$ cat src/hw/rtl/cts_pkg.sv
package cts_pkg;

  // Table size and dispatch limit
  localparam int CTS_MAX_TASKS    = 8;
  localparam int CTS_RESULT_LIMIT = 8;

  // Command codes
  localparam logic [2:0] CMD_INIT     = 3'd0;
  localparam logic [2:0] CMD_ADD      = 3'd1;
  localparam logic [2:0] CMD_TICK     = 3'd2;
  localparam logic [2:0] CMD_DISPATCH = 3'd3;
  localparam logic [2:0] CMD_DELETE   = 3'd4;

  // Result kinds
  localparam logic [2:0] KIND_INIT_DONE  = 3'd0;
  localparam logic [2:0] KIND_ADDED      = 3'd1;
  localparam logic [2:0] KIND_FULL       = 3'd2;
  localparam logic [2:0] KIND_TICK_DONE  = 3'd3;
  localparam logic [2:0] KIND_DUE        = 3'd4;
  localparam logic [2:0] KIND_NONE_DUE   = 3'd5;
  localparam logic [2:0] KIND_DELETED    = 3'd6;
  localparam logic [2:0] KIND_DEL_REJECT = 3'd7;

  typedef struct packed {
    logic [2:0]  command;
    logic [31:0] task_handle;
    logic [31:0] delay_ticks;
    logic [31:0] period_ticks;
    logic [31:0] slot_to_delete;
  } cts_cmd_t;

  typedef struct packed {
    logic [2:0]  result_kind;
    logic [31:0] due_handle;
    logic [2:0]  slot;
    logic        last;
  } cts_result_t;

  // One table entry as stored in the RAM
  typedef struct packed {
    logic [31:0] handle;
    logic [31:0] delay;
    logic [31:0] period;
    logic [7:0]  runs;
  } cts_entry_t;

  typedef enum logic {
    UNIT_TICK,
    UNIT_CONSUME
  } cts_unit_op_t;

  typedef struct packed {
    cts_entry_t entry;
    logic       due;
  } cts_unit_out_t;

endpackage

$ cat src/hw/rtl/cts_ram.sv
module cts_ram #(
  parameter int WIDTH = 8,
  parameter int DEPTH = 8,
  localparam int AW = (DEPTH > 1) ? $clog2(DEPTH) : 1
) (
  input  logic             clk,
  input  logic             we,
  input  logic [AW-1:0]    waddr,
  input  logic [WIDTH-1:0] wdata,
  input  logic [AW-1:0]    raddr,
  output logic [WIDTH-1:0] rdata
);

  logic [WIDTH-1:0] mem [DEPTH];

  always_ff @(posedge clk) begin
    if (we) begin
      mem[waddr] <= wdata;
    end
    rdata <= mem[raddr];
  end

endmodule

$ cat src/hw/rtl/cts_entry_unit.sv
module cts_entry_unit
  import cts_pkg::*;
(
  input  cts_unit_op_t  op,
  input  cts_entry_t    entry,
  output cts_unit_out_t res
);

  always_comb begin
    res.entry = entry;
    res.due   = (entry.runs != 8'd0);
    case (op)
      UNIT_TICK: begin
        if (entry.delay != 32'd0) begin
          res.entry.delay = entry.delay - 32'd1;
        end else begin
          res.entry.delay = entry.period;
          res.entry.runs  = entry.runs + 8'd1;
        end
      end
      UNIT_CONSUME: begin
        if (entry.runs != 8'd0) begin
          res.entry.runs = entry.runs - 8'd1;
        end
      end
      default: begin
        res.entry = entry;
      end
    endcase
  end

endmodule

$ cat src/hw/rtl/cooperative_task_scheduler_top.sv
// Channel   Signals               Transfer
// --------  --------------------  ------------------------------------------
// command   start, busy, cmd      rising edge with start high and busy low
// result    strobe, result        every cycle strobe is high (no back-pressure)
//
// Init, add, an out-of-range delete, and tick or dispatch on an empty table answer
// in the cycle after the transfer, busy staying low. Tick, dispatch and delete walk
// the table (dispatch ends in an extra result state, delete checks the handle first);
// each entry takes a RAM read step and an update/write-back step.
// Reset (rst, synchronous) empties the table. Unknown commands give no result.
// The receiver cannot stall; busy falls together with the final strobe.
module cooperative_task_scheduler_top
  import cts_pkg::*;
#(
  parameter int MAX_TASKS = CTS_MAX_TASKS
) (
  input  logic        clk,
  input  logic        rst,
  input  logic        start,
  output logic        busy,
  input  cts_cmd_t    cmd,
  output logic        strobe,
  output cts_result_t result
);

  localparam int IDX_W   = (MAX_TASKS > 1) ? $clog2(MAX_TASKS) : 1;
  localparam int CNT_W   = $clog2(MAX_TASKS + 1);
  localparam int FOUND_W = $clog2(CTS_RESULT_LIMIT + 1);
  localparam int ENTRY_W = $bits(cts_entry_t);

  typedef enum logic [3:0] {
    S_IDLE,
    S_TICK_RD,
    S_TICK_WR,
    S_DISP_RD,
    S_DISP_WR,
    S_DISP_END,
    S_DEL_RD,
    S_DEL_CHK,
    S_SHIFT_RD,
    S_SHIFT_WR
  } state_t;

  state_t             state;
  logic [CNT_W-1:0]   used;        // entries in use
  logic [CNT_W-1:0]   idx;         // current walk position
  logic [2:0]         del_slot;    // low bits of the slot being deleted
  logic [FOUND_W-1:0] found;       // due entries seen in this dispatch
  logic               held_valid;  // due result held back to learn "last"
  logic [31:0]        held_handle;
  logic [2:0]         held_slot;

  // RAM and entry unit hookup
  logic             ram_we;
  logic [IDX_W-1:0] ram_waddr;
  cts_entry_t       ram_wdata;
  logic [IDX_W-1:0] ram_raddr;
  logic [ENTRY_W-1:0] ram_rdata_raw;
  cts_entry_t       ram_rdata;
  cts_unit_op_t     unit_op;
  cts_unit_out_t    unit_out;

  logic [CNT_W-1:0] idx_inc;
  logic [CNT_W:0]   idx_inc2;
  logic             walk_end;
  logic             add_ok;

  assign ram_rdata = cts_entry_t'(ram_rdata_raw);
  assign idx_inc   = idx + CNT_W'(1);
  assign idx_inc2  = {1'b0, idx} + (CNT_W + 1)'(2);
  assign walk_end  = (idx_inc == used);
  assign add_ok    = (used != CNT_W'(MAX_TASKS));

  function automatic cts_result_t make_result(logic [2:0] kind, logic [31:0] handle,
                                              logic [2:0] slot_bits, logic is_last);
    cts_result_t r;
    r.result_kind = kind;
    r.due_handle  = handle;
    r.slot        = slot_bits;
    r.last        = is_last;
    return r;
  endfunction

  cts_ram #(
    .WIDTH (ENTRY_W),
    .DEPTH (MAX_TASKS)
  ) u_table (
    .clk   (clk),
    .we    (ram_we),
    .waddr (ram_waddr),
    .wdata (ram_wdata),
    .raddr (ram_raddr),
    .rdata (ram_rdata_raw)
  );

  cts_entry_unit u_unit (
    .op    (unit_op),
    .entry (ram_rdata),
    .res   (unit_out)
  );

  // RAM port steering per sequencer state
  always_comb begin
    ram_we    = 1'b0;
    ram_waddr = idx[IDX_W-1:0];
    ram_wdata = unit_out.entry;
    ram_raddr = idx[IDX_W-1:0];
    unit_op   = UNIT_TICK;
    case (state)
      S_IDLE: begin
        // add writes the new entry straight from the command
        ram_waddr        = used[IDX_W-1:0];
        ram_wdata.handle = cmd.task_handle;
        ram_wdata.delay  = cmd.delay_ticks;
        ram_wdata.period = cmd.period_ticks;
        ram_wdata.runs   = 8'd0;
        ram_we           = start && (cmd.command == CMD_ADD) && add_ok;
      end
      S_TICK_WR: begin
        unit_op = UNIT_TICK;
        ram_we  = 1'b1;
      end
      S_DISP_WR: begin
        unit_op = UNIT_CONSUME;
        ram_we  = unit_out.due;
      end
      S_SHIFT_RD: begin
        ram_raddr = idx_inc[IDX_W-1:0];
      end
      S_SHIFT_WR: begin
        ram_wdata = ram_rdata;
        ram_we    = 1'b1;
      end
      default: begin
        ram_we = 1'b0;
      end
    endcase
  end

  always_ff @(posedge clk) begin
    if (rst) begin
      state      <= S_IDLE;
      busy       <= 1'b0;
      strobe     <= 1'b0;
      used       <= '0;
      held_valid <= 1'b0;
    end else begin
      strobe <= 1'b0;
      case (state)
        S_IDLE: begin
          if (start) begin
            case (cmd.command)
              CMD_INIT: begin
                used   <= '0;
                strobe <= 1'b1;
                result <= make_result(KIND_INIT_DONE, 32'd0, 3'd0, 1'b1);
              end
              CMD_ADD: begin
                strobe <= 1'b1;
                if (add_ok) begin
                  used   <= used + CNT_W'(1);
                  result <= make_result(KIND_ADDED, 32'd0, 3'(used), 1'b1);
                end else begin
                  result <= make_result(KIND_FULL, 32'd0, 3'd0, 1'b1);
                end
              end
              CMD_TICK: begin
                idx <= '0;
                if (used == '0) begin
                  strobe <= 1'b1;
                  result <= make_result(KIND_TICK_DONE, 32'd0, 3'd0, 1'b1);
                end else begin
                  busy  <= 1'b1;
                  state <= S_TICK_RD;
                end
              end
              CMD_DISPATCH: begin
                idx        <= '0;
                found      <= '0;
                held_valid <= 1'b0;
                if (used == '0) begin
                  strobe <= 1'b1;
                  result <= make_result(KIND_NONE_DUE, 32'd0, 3'd0, 1'b1);
                end else begin
                  busy  <= 1'b1;
                  state <= S_DISP_RD;
                end
              end
              CMD_DELETE: begin
                del_slot <= cmd.slot_to_delete[2:0];
                if (cmd.slot_to_delete >= 32'(used)) begin
                  strobe <= 1'b1;
                  result <= make_result(KIND_DEL_REJECT, 32'd0,
                                        cmd.slot_to_delete[2:0], 1'b1);
                end else begin
                  idx   <= cmd.slot_to_delete[CNT_W-1:0];
                  busy  <= 1'b1;
                  state <= S_DEL_RD;
                end
              end
              default: begin
                state <= S_IDLE;
              end
            endcase
          end
        end

        S_TICK_RD: begin
          state <= S_TICK_WR;
        end

        S_TICK_WR: begin
          if (walk_end) begin
            strobe <= 1'b1;
            result <= make_result(KIND_TICK_DONE, 32'd0, 3'd0, 1'b1);
            busy   <= 1'b0;
            state  <= S_IDLE;
          end else begin
            idx   <= idx_inc;
            state <= S_TICK_RD;
          end
        end

        S_DISP_RD: begin
          state <= S_DISP_WR;
        end

        S_DISP_WR: begin
          // the previous due entry is not the final one once another shows up
          if (unit_out.due) begin
            if (held_valid) begin
              strobe <= 1'b1;
              result <= make_result(KIND_DUE, held_handle, held_slot, 1'b0);
            end
            held_valid  <= 1'b1;
            held_handle <= ram_rdata.handle;
            held_slot   <= 3'(idx);
            found       <= found + FOUND_W'(1);
          end
          if (walk_end ||
              (unit_out.due && (found == FOUND_W'(CTS_RESULT_LIMIT - 1)))) begin
            state <= S_DISP_END;
          end else begin
            idx   <= idx_inc;
            state <= S_DISP_RD;
          end
        end

        S_DISP_END: begin
          strobe <= 1'b1;
          if (held_valid) begin
            result <= make_result(KIND_DUE, held_handle, held_slot, 1'b1);
          end else begin
            result <= make_result(KIND_NONE_DUE, 32'd0, 3'd0, 1'b1);
          end
          held_valid <= 1'b0;
          busy       <= 1'b0;
          state      <= S_IDLE;
        end

        S_DEL_RD: begin
          state <= S_DEL_CHK;
        end

        S_DEL_CHK: begin
          if (ram_rdata.handle == 32'd0) begin
            // empty handle: table stays as is
            strobe <= 1'b1;
            result <= make_result(KIND_DEL_REJECT, 32'd0, del_slot, 1'b1);
            busy   <= 1'b0;
            state  <= S_IDLE;
          end else if (walk_end) begin
            used   <= used - CNT_W'(1);
            strobe <= 1'b1;
            result <= make_result(KIND_DELETED, 32'd0, del_slot, 1'b1);
            busy   <= 1'b0;
            state  <= S_IDLE;
          end else begin
            state <= S_SHIFT_RD;
          end
        end

        S_SHIFT_RD: begin
          state <= S_SHIFT_WR;
        end

        S_SHIFT_WR: begin
          // entry idx+1 has just been copied down into idx
          if (idx_inc2 == {1'b0, used}) begin
            used   <= used - CNT_W'(1);
            strobe <= 1'b1;
            result <= make_result(KIND_DELETED, 32'd0, del_slot, 1'b1);
            busy   <= 1'b0;
            state  <= S_IDLE;
          end else begin
            idx   <= idx_inc;
            state <= S_SHIFT_RD;
          end
        end

        default: begin
          busy  <= 1'b0;
          state <= S_IDLE;
        end
      endcase
    end
  end

endmodule

$ cat config.mk
export PLATFORM = sky130hd
export DESIGN_NAME = cooperative_task_scheduler_top
export DESIGN_NICKNAME = d
export VERILOG_FILES = /design/src/hw/rtl/cts_pkg.sv /design/src/hw/rtl/cts_ram.sv /design/src/hw/rtl/cts_entry_unit.sv /design/src/hw/rtl/cooperative_task_scheduler_top.sv
export SDC_FILE = /design/constraint.sdc
export NUM_CORES = 1
export LEC_CHECK = 0
export BUFFER_PORTS_ARGS = -buffer_cell sky130_fd_sc_hd__buf_2
export CAP_MARGIN = 20
export CORE_UTILIZATION = 35
export DETAILED_ROUTE_END_ITERATION = 7
export SYNTH_ARGS = -nofsm -noshare
export SYNTH_HDL_FRONTEND = slang
export SYNTH_SLANG_ARGS = --single-unit
export TNS_END_PERCENT = 50
$ cat constraint.sdc
create_clock -name clk -period 8.4 [get_ports clk]
set_input_delay 1.68 -clock clk [delete_from_list [all_inputs] [get_ports clk]]
set_output_delay 1.68 -clock clk [all_outputs]
set_load 0.01 [all_outputs]
==> results of run 1 <==
cells by family after synthesis:
family,Yosys count
multiplexers,328
flip-flops,1032
AO/OA/AOI/OAI,197
AND/OR/NAND/NOR,502
adder cells (fa/ha/maj),12
buffers and inverters,130
XOR/XNOR,40
through the flow:
| stage | util, % | power, W |
|---|---|---|
| floorplan | - | 0.00619 |
| global placement | 37.8 | 0.00640 |
| detailed placement | 37.8 | 0.00643 |
| CTS | 40.9 | 0.0112 |
| global route | 40.9 | 0.0114 |
| finish | 40.9 | 0.0111 |
cell usage after synthesis, types with 5 or more instances:
| library cell | n |
|---|---|
| buf_4 | 11 |
| buf_1 | 8 |
| or3_1 | 12 |
| dfxtp_1 | 115 |
| clkbuf_1 | 67 |
| nand2_1 | 242 |
| nor2b_1 | 5 |
| ha_1 | 12 |
| o22ai_1 | 9 |
| nand2b_1 | 9 |
| inv_1 | 16 |
| nor3b_1 | 9 |
| a21oi_1 | 44 |
| xnor2_1 | 14 |
| a22oi_1 | 25 |
| nor2_1 | 68 |
| o221ai_1 | 8 |
| edfxtp_1 | 917 |
| o211ai_1 | 8 |
| nand3_1 | 18 |
| buf_2 | 24 |
| mux2_2 | 106 |
| mux4_2 | 208 |
| mux2i_1 | 14 |
| nor4_1 | 27 |
| or4_1 | 6 |
| xor2_1 | 25 |
| and2_1 | 35 |
| nor3_1 | 34 |
| nand4_1 | 12 |
| a31oi_1 | 7 |
| o21ai_0 | 47 |
state kept, by name, indices dropped and copies added (netlist names):
| signal | cells |
|---|---|
| busy | 1 |
| held_valid | 1 |
| idx | 4 |
| del_slot | 3 |
| state | 4 |
| result | 39 |
| strobe | 1 |
| u_table.rdata | 104 |
| u_table.mem | 832 |
| held_slot | 3 |
| used | 4 |
| found | 4 |
| held_handle | 32 |
routing by layer:
metal	GRT usage (%)	up-vias	part of all wire, %
met4	4.72	2	2.2
met1	22.5	11300	42
met3	2.22	157	5.2
li1	-	9380	-
met5	0	-	0.0081
met2	28.5	726	50
cell type report:
| class | count | area [um2] | share of cell area [%] |
|---|---|---|---|
| clock inverter | 59 | 736 | 1.57 |
| inverter | 16 | 60.1 | 0.128 |
| multi-input combinational | 1079 | 10300 | 22.0 |
| sequential | 1032 | 29800 | 63.6 |
| tap | 1512 | 1890 | 4.03 |
| clock buffer | 133 | 2820 | 6.01 |
| timing repair buffer | 219 | 1240 | 2.65 |
| antenna | 1 | 2.50 | 0.00533 |
critical path: stages, from the launching register on:
cell     delay, ps
dfxtp_1        530
or4_2         1220
nor2_1         240
a21oi_1         80
or2_2          430
nor2_4         750
buf_4          660
worst max path at each step:
| stage | start | endpoint | depth (start not counted) |
|---|---|---|---|
| floorplan | cmd[128] | u_table.mem[1][0] | 6 |
| global placement | cmd[129] | u_table.mem[1][11] | 8 |
| detailed placement | cmd[129] | u_table.mem[1][30] | 8 |
| CTS | state[0] | u_table.mem[1][10] | 6 |
| global route | state[0] | u_table.mem[1][12] | 6 |
| finish | state[0] | u_table.mem[1][27] | 6 |
power by group through the flow:
| stage | clock (W) | combinational [W] | sequential [W] |
|---|---|---|---|
| after floorplan | 0 | 0.000316 | 0.00588 |
| after global placement | 0 | 0.000505 | 0.00590 |
| after detailed placement | 0 | 0.000523 | 0.00590 |
| after CTS | 0.00488 | 0.000524 | 0.00579 |
| after global routing | 0.00506 | 0.000565 | 0.00580 |
| final | 0.00478 | 0.000516 | 0.00579 |
==> metrics.cfg, run 1 <==
[run_status]
outcome = complete, but fails checks
violations = DRC

[routing]
wl_um = 98600
drc = 26
wl_per_cell_um = 24.3
via_per_inst = 5.33
vias = 21600
drtIter0Drc = 2210
ant_nets = 0
dr.pass1.iters = 7

[worst_setup_path]
required_ps = 8680
r2r_end = u_table.mem[1][27]
reg2reg_depth = 6
critPathLaunchType = register
end_kind = register
cp.arrival_ps = 4710
reg2reg_from = state[0]
critPathMaxFanout = 39
critPathKind = register to register
r2r_setup_slack_ps = 3970

[logic_synthesis]
synth_top_family_by_area = multiplexers
synth_xor_area_share_pct = 0.880
synth.area.mux_share_pct = 14.8
yosysSeqAreaShare_pct = 73.4
yosysTopAreaCell = edfxtp_1
synth_nets = 2387
synthArstFlopShare_pct = 0
synth-main-ff-cell = edfxtp_1
avgSynthCellArea_um2 = 18.1
ys_types = 72
syn_area_mm2 = 0.0406
ys_warn_count = 0
synth_compound_area_share_pct = 3.18
synth_top_area_share_pct = 67.8
synth_edf_count = 917
synthAdderAreaFrac_pct = 0.369
synthCells = 2241
synth_area_leaders = edfxtp_1 (68%), mux4_2 (12%), dfxtp_1 (5.7%)
ys_ff_latch = 1032
yosys.area_share.simple_pct = 5.90

[sta]
fin_worst_skew_ps = 26.6
rsz0062_at_grt = false
final.setup.worst_slack_ps = 3970
clock.fmax_ghz = 0.226
hold_violations = 0
final-setup-viol-count = 0
max_slew_margin_pct = 25.4
tightestPinTransition_ps = 1120
fin_crit_ps = 4430
slew_viol_final = 0
timing.hold.ws_ps = 466
setup_tns_ps = 0
finalCritPeriodShare_pct = 52.7

[clock_tree]
cts-root-buf = clkbuf_16
clockBufferDepth = 3
cts.sinks = 1032
cts_resized = 0
cts_setup_buffers = 0
cts_tree = built
numCtsBuffers = 101
clock_latency_ps = 670
htreeDepth = 3
cts_hold_buf = 0
clk_pin_slew_ps = 60

[place]
gp_congestion = 0.848
dpl_cell_area_mm2 = 0.0434
io_buffers = 174
dp_slack_ps = 3430
hpwl_um = 59700
placed_cells = 3856

[power_and_ir_drop]
p_int_w = 0.00877
ir_drop_v = 0.000172
power_density_mw_per_mm2 = 236
p_sw_share_pct = 20.9
p_sw_w = 0.00232
combinationalPowerShare_pct = 4.7
pwr-share-clk_pct = 43.1
seqPwrFrac_pct = 52.2
p_leak_nw = 15.5

[floorplan]
dieArea_mm2 = 0.117
initial_core_util_pct = 35.4
core_area_mm2 = 0.115
die_y_um = 343
dieWidth_um = 343
num_rows = 124
ios = 175

[layout]
final_common_cell = edfxtp_1
fin_cells = 4051
syn2layout_area_growth_pct = 15.5
nFillCells = 10100
nets = 2595
layout_common_cells = edfxtp_1 (917), nand2_1 (242), mux4_2 (208)
drive_gt1_share_pct = 28.7
finalInstanceArea_mm2 = 0.0469

[grt]
grt_max_degree = 139
grt_pass1_wl_um = 147000
track_usage_pct = 16.8
grt_pass1_vias = 22500
grt_overflow_total = 0
antenna_found_initial = 2

[worst_hold_path]
worst_hold_startpoint = u_table.rdata[95]
hold_path_class = register to register
hold_path_end = held_handle[23]
whs_path_depth = 0

[job]
maxCapViolCount = 0

Power figures use the tool's default switching activity.
==> inputs of run 2 (changes only) <==
- clock period: 8.4 -> 4.18 ns (I/O delays scaled with it)
==> metrics.cfg, run 2 (synthesized netlist as in run 1, its figures left out) <==
[run_status]
outcome = complete, but fails checks  ; unchanged
violations = DRC  ; unchanged

[clock_tree]
clock_latency_ps = 670  ; about the same
cts_tree = built  ; unchanged
cts_setup_buffers = 0  ; unchanged
cts_resized = 0  ; unchanged
clockBufferDepth = 3  ; unchanged
clk_pin_slew_ps = 70  ; was 60 ps
cts_hold_buf = 0  ; unchanged
cts.sinks = 1032  ; unchanged
cts-root-buf = clkbuf_16  ; unchanged
htreeDepth = 3  ; unchanged
numCtsBuffers = 101  ; unchanged

[power_and_ir_drop]
power_density_mw_per_mm2 = 463  ; was 236 mW/mm2
ir_drop_v = 0.000287  ; was 0.000172 V
p_leak_nw = 15.5  ; about the same
fin_total_pwr_w = 0.0218  ; was 0.0111 W

[sta]
tightestPinTransition_ps = 968  ; was 1120 ps
final.setup.worst_slack_ps = 631  ; was 3970 ps
finalCritPeriodShare_pct = 84.9  ; was 52.7%
setup_tns_ps = 0  ; unchanged
hold_violations = 0  ; unchanged
fin_worst_skew_ps = 27.1  ; was 26.6 ps
final-setup-viol-count = 0  ; unchanged
slew_viol_final = 0  ; unchanged
max_slew_margin_pct = 34.8  ; was 25.4%
rsz0062_at_grt = false  ; unchanged
fin_crit_ps = 3550  ; was 4430 ps
timing.hold.ws_ps = 413  ; was 466 ps
clock.fmax_ghz = 0.282  ; was 0.226 GHz

[place]
dp_slack_ps = 517  ; was 3430 ps
io_buffers = 174  ; unchanged
gp_congestion = 0.855  ; was 0.848
hpwl_um = 57600  ; was 59700 um
placed_cells = 3879  ; was 3856

[worst_setup_path]
critPathLaunchType = register  ; unchanged
crit_buf_inv = 1  ; unchanged
critPathMaxFanout = 35  ; was 39
critPathKind = register to register  ; unchanged
cp_cell_sequence = nor4_1, nand4_1, o21bai_1, a21oi_1, or3_1, nor3_2, buf_12  ; was or4_2, nor2_1, a21oi_1, or2_2, nor2_4, buf_4
critical_path.top_delay_family = simple AND/OR/NAND/NOR gates  ; unchanged
required_ps = 4530  ; was 8680 ps
cp_slowest_stage_delay_ps = 640  ; was 1220 ps
end_kind = register  ; unchanged
cp.arrival_ps = 3900  ; was 4710 ps
crit_slowest_cell = nor3_2  ; was or4_2

[layout]
multiInputGateArea_mm2 = 0.0104  ; was 0.0103 mm2
final_common_cell = edfxtp_1  ; unchanged
drive_gt1_share_pct = 29.0  ; was 28.7%
seqCellArea_mm2 = 0.0298  ; unchanged
regMostFlops = u_table.mem  ; unchanged
syn2layout_area_growth_pct = 16.0  ; was 15.5%
top_regs = u_table.mem: 832 flops, u_table.rdata: 104 flops, result: 39 flops  ; unchanged
fin_cells = 4070  ; was 4051
layout_common_cells = edfxtp_1 (917), nand2_1 (242), mux4_2 (208)  ; unchanged
nFillCells = 10100  ; about the same
largest_reg_flops = 832  ; unchanged
nets = 2616  ; was 2595

[floorplan]
core_area_mm2 = 0.115  ; unchanged
dieArea_mm2 = 0.117  ; unchanged
initial_core_util_pct = 35.4  ; unchanged
die_y_um = 343  ; unchanged
dieWidth_um = 343  ; unchanged
ios = 175  ; unchanged
num_rows = 124  ; unchanged

[routing]
drc = 26  ; unchanged
drtIter0Drc = 2159  ; was 2210
ant_nets = 0  ; unchanged
dr.pass1.iters = 8  ; was 7
via_per_inst = 5.26  ; was 5.33
wl_um = 97200  ; was 98600 um
vias = 21400  ; was 21600
wl_per_cell_um = 23.9  ; was 24.3 um

[worst_hold_path]
hold_path_class = primary input to register  ; was register to register

[grt]
grt_pass1_vias = 22200  ; was 22500
grt_overflow_total = 0  ; unchanged
grt_max_degree = 95  ; was 139
antenna_found_initial = 3  ; was 2
track_usage_pct = 16.3  ; was 16.8%
grt_pass1_wl_um = 144000  ; was 147000 um

[job]
maxCapViolCount = 0  ; unchanged

run 2: area by class of cell:
cell class | instances | area share, %
Timing Repair Buffer | 240 | 3.43
Tap cell | 1512 | 4.01
Inverter | 16 | 0.127
Multi-Input combinational cell | 1079 | 22.0
Sequential cell | 1032 | 63.3
Clock inverter | 47 | 1.17
Clock buffer | 142 | 5.97
Antenna cell | 2 | 0.0106
run 2: worst paths after layout:
kind | endpoint | from | cells after the start | slack [ps]
worst max-delay path | result[17] | u_table.rdata[93] | 7 | 630
worst max register to register | result[17] | u_table.rdata[93] | 7 | 630
worst min register to register | held_handle[19] | u_table.rdata[91] | 0 | 480
worst min-delay path | del_slot[2] | cmd[2] | 1 | 410
run 2: metrics by stage:
stage	utilization, %	instance area, um2
finish	41.1	47100
global route	41.1	47100
CTS	41.1	47100
detailed placement	38.2	43800
global placement	38.2	43800
floorplan	-	40700
run 2: layer usage:
metal | vias up | share of wire (%) | wire [um] | global-route usage, %
met1 | 11200 | 43 | 42000 | 22.4
li1 | 9398 | - | - | -
met2 | 655 | 48 | 47100 | 26.8
met4 | 2 | 2.2 | 2110 | 4.48
met5 | - | 0.013 | 13 | 0
met3 | 136 | 6.1 | 5960 | 2.71
run 2: power breakdown:
part	switching (W)	internal, W	total [W]
Combinational	0.000683	0.000365	0.00105
Clock	0.00385	0.00528	0.00913
Sequential	0.000114	0.0115	0.0116
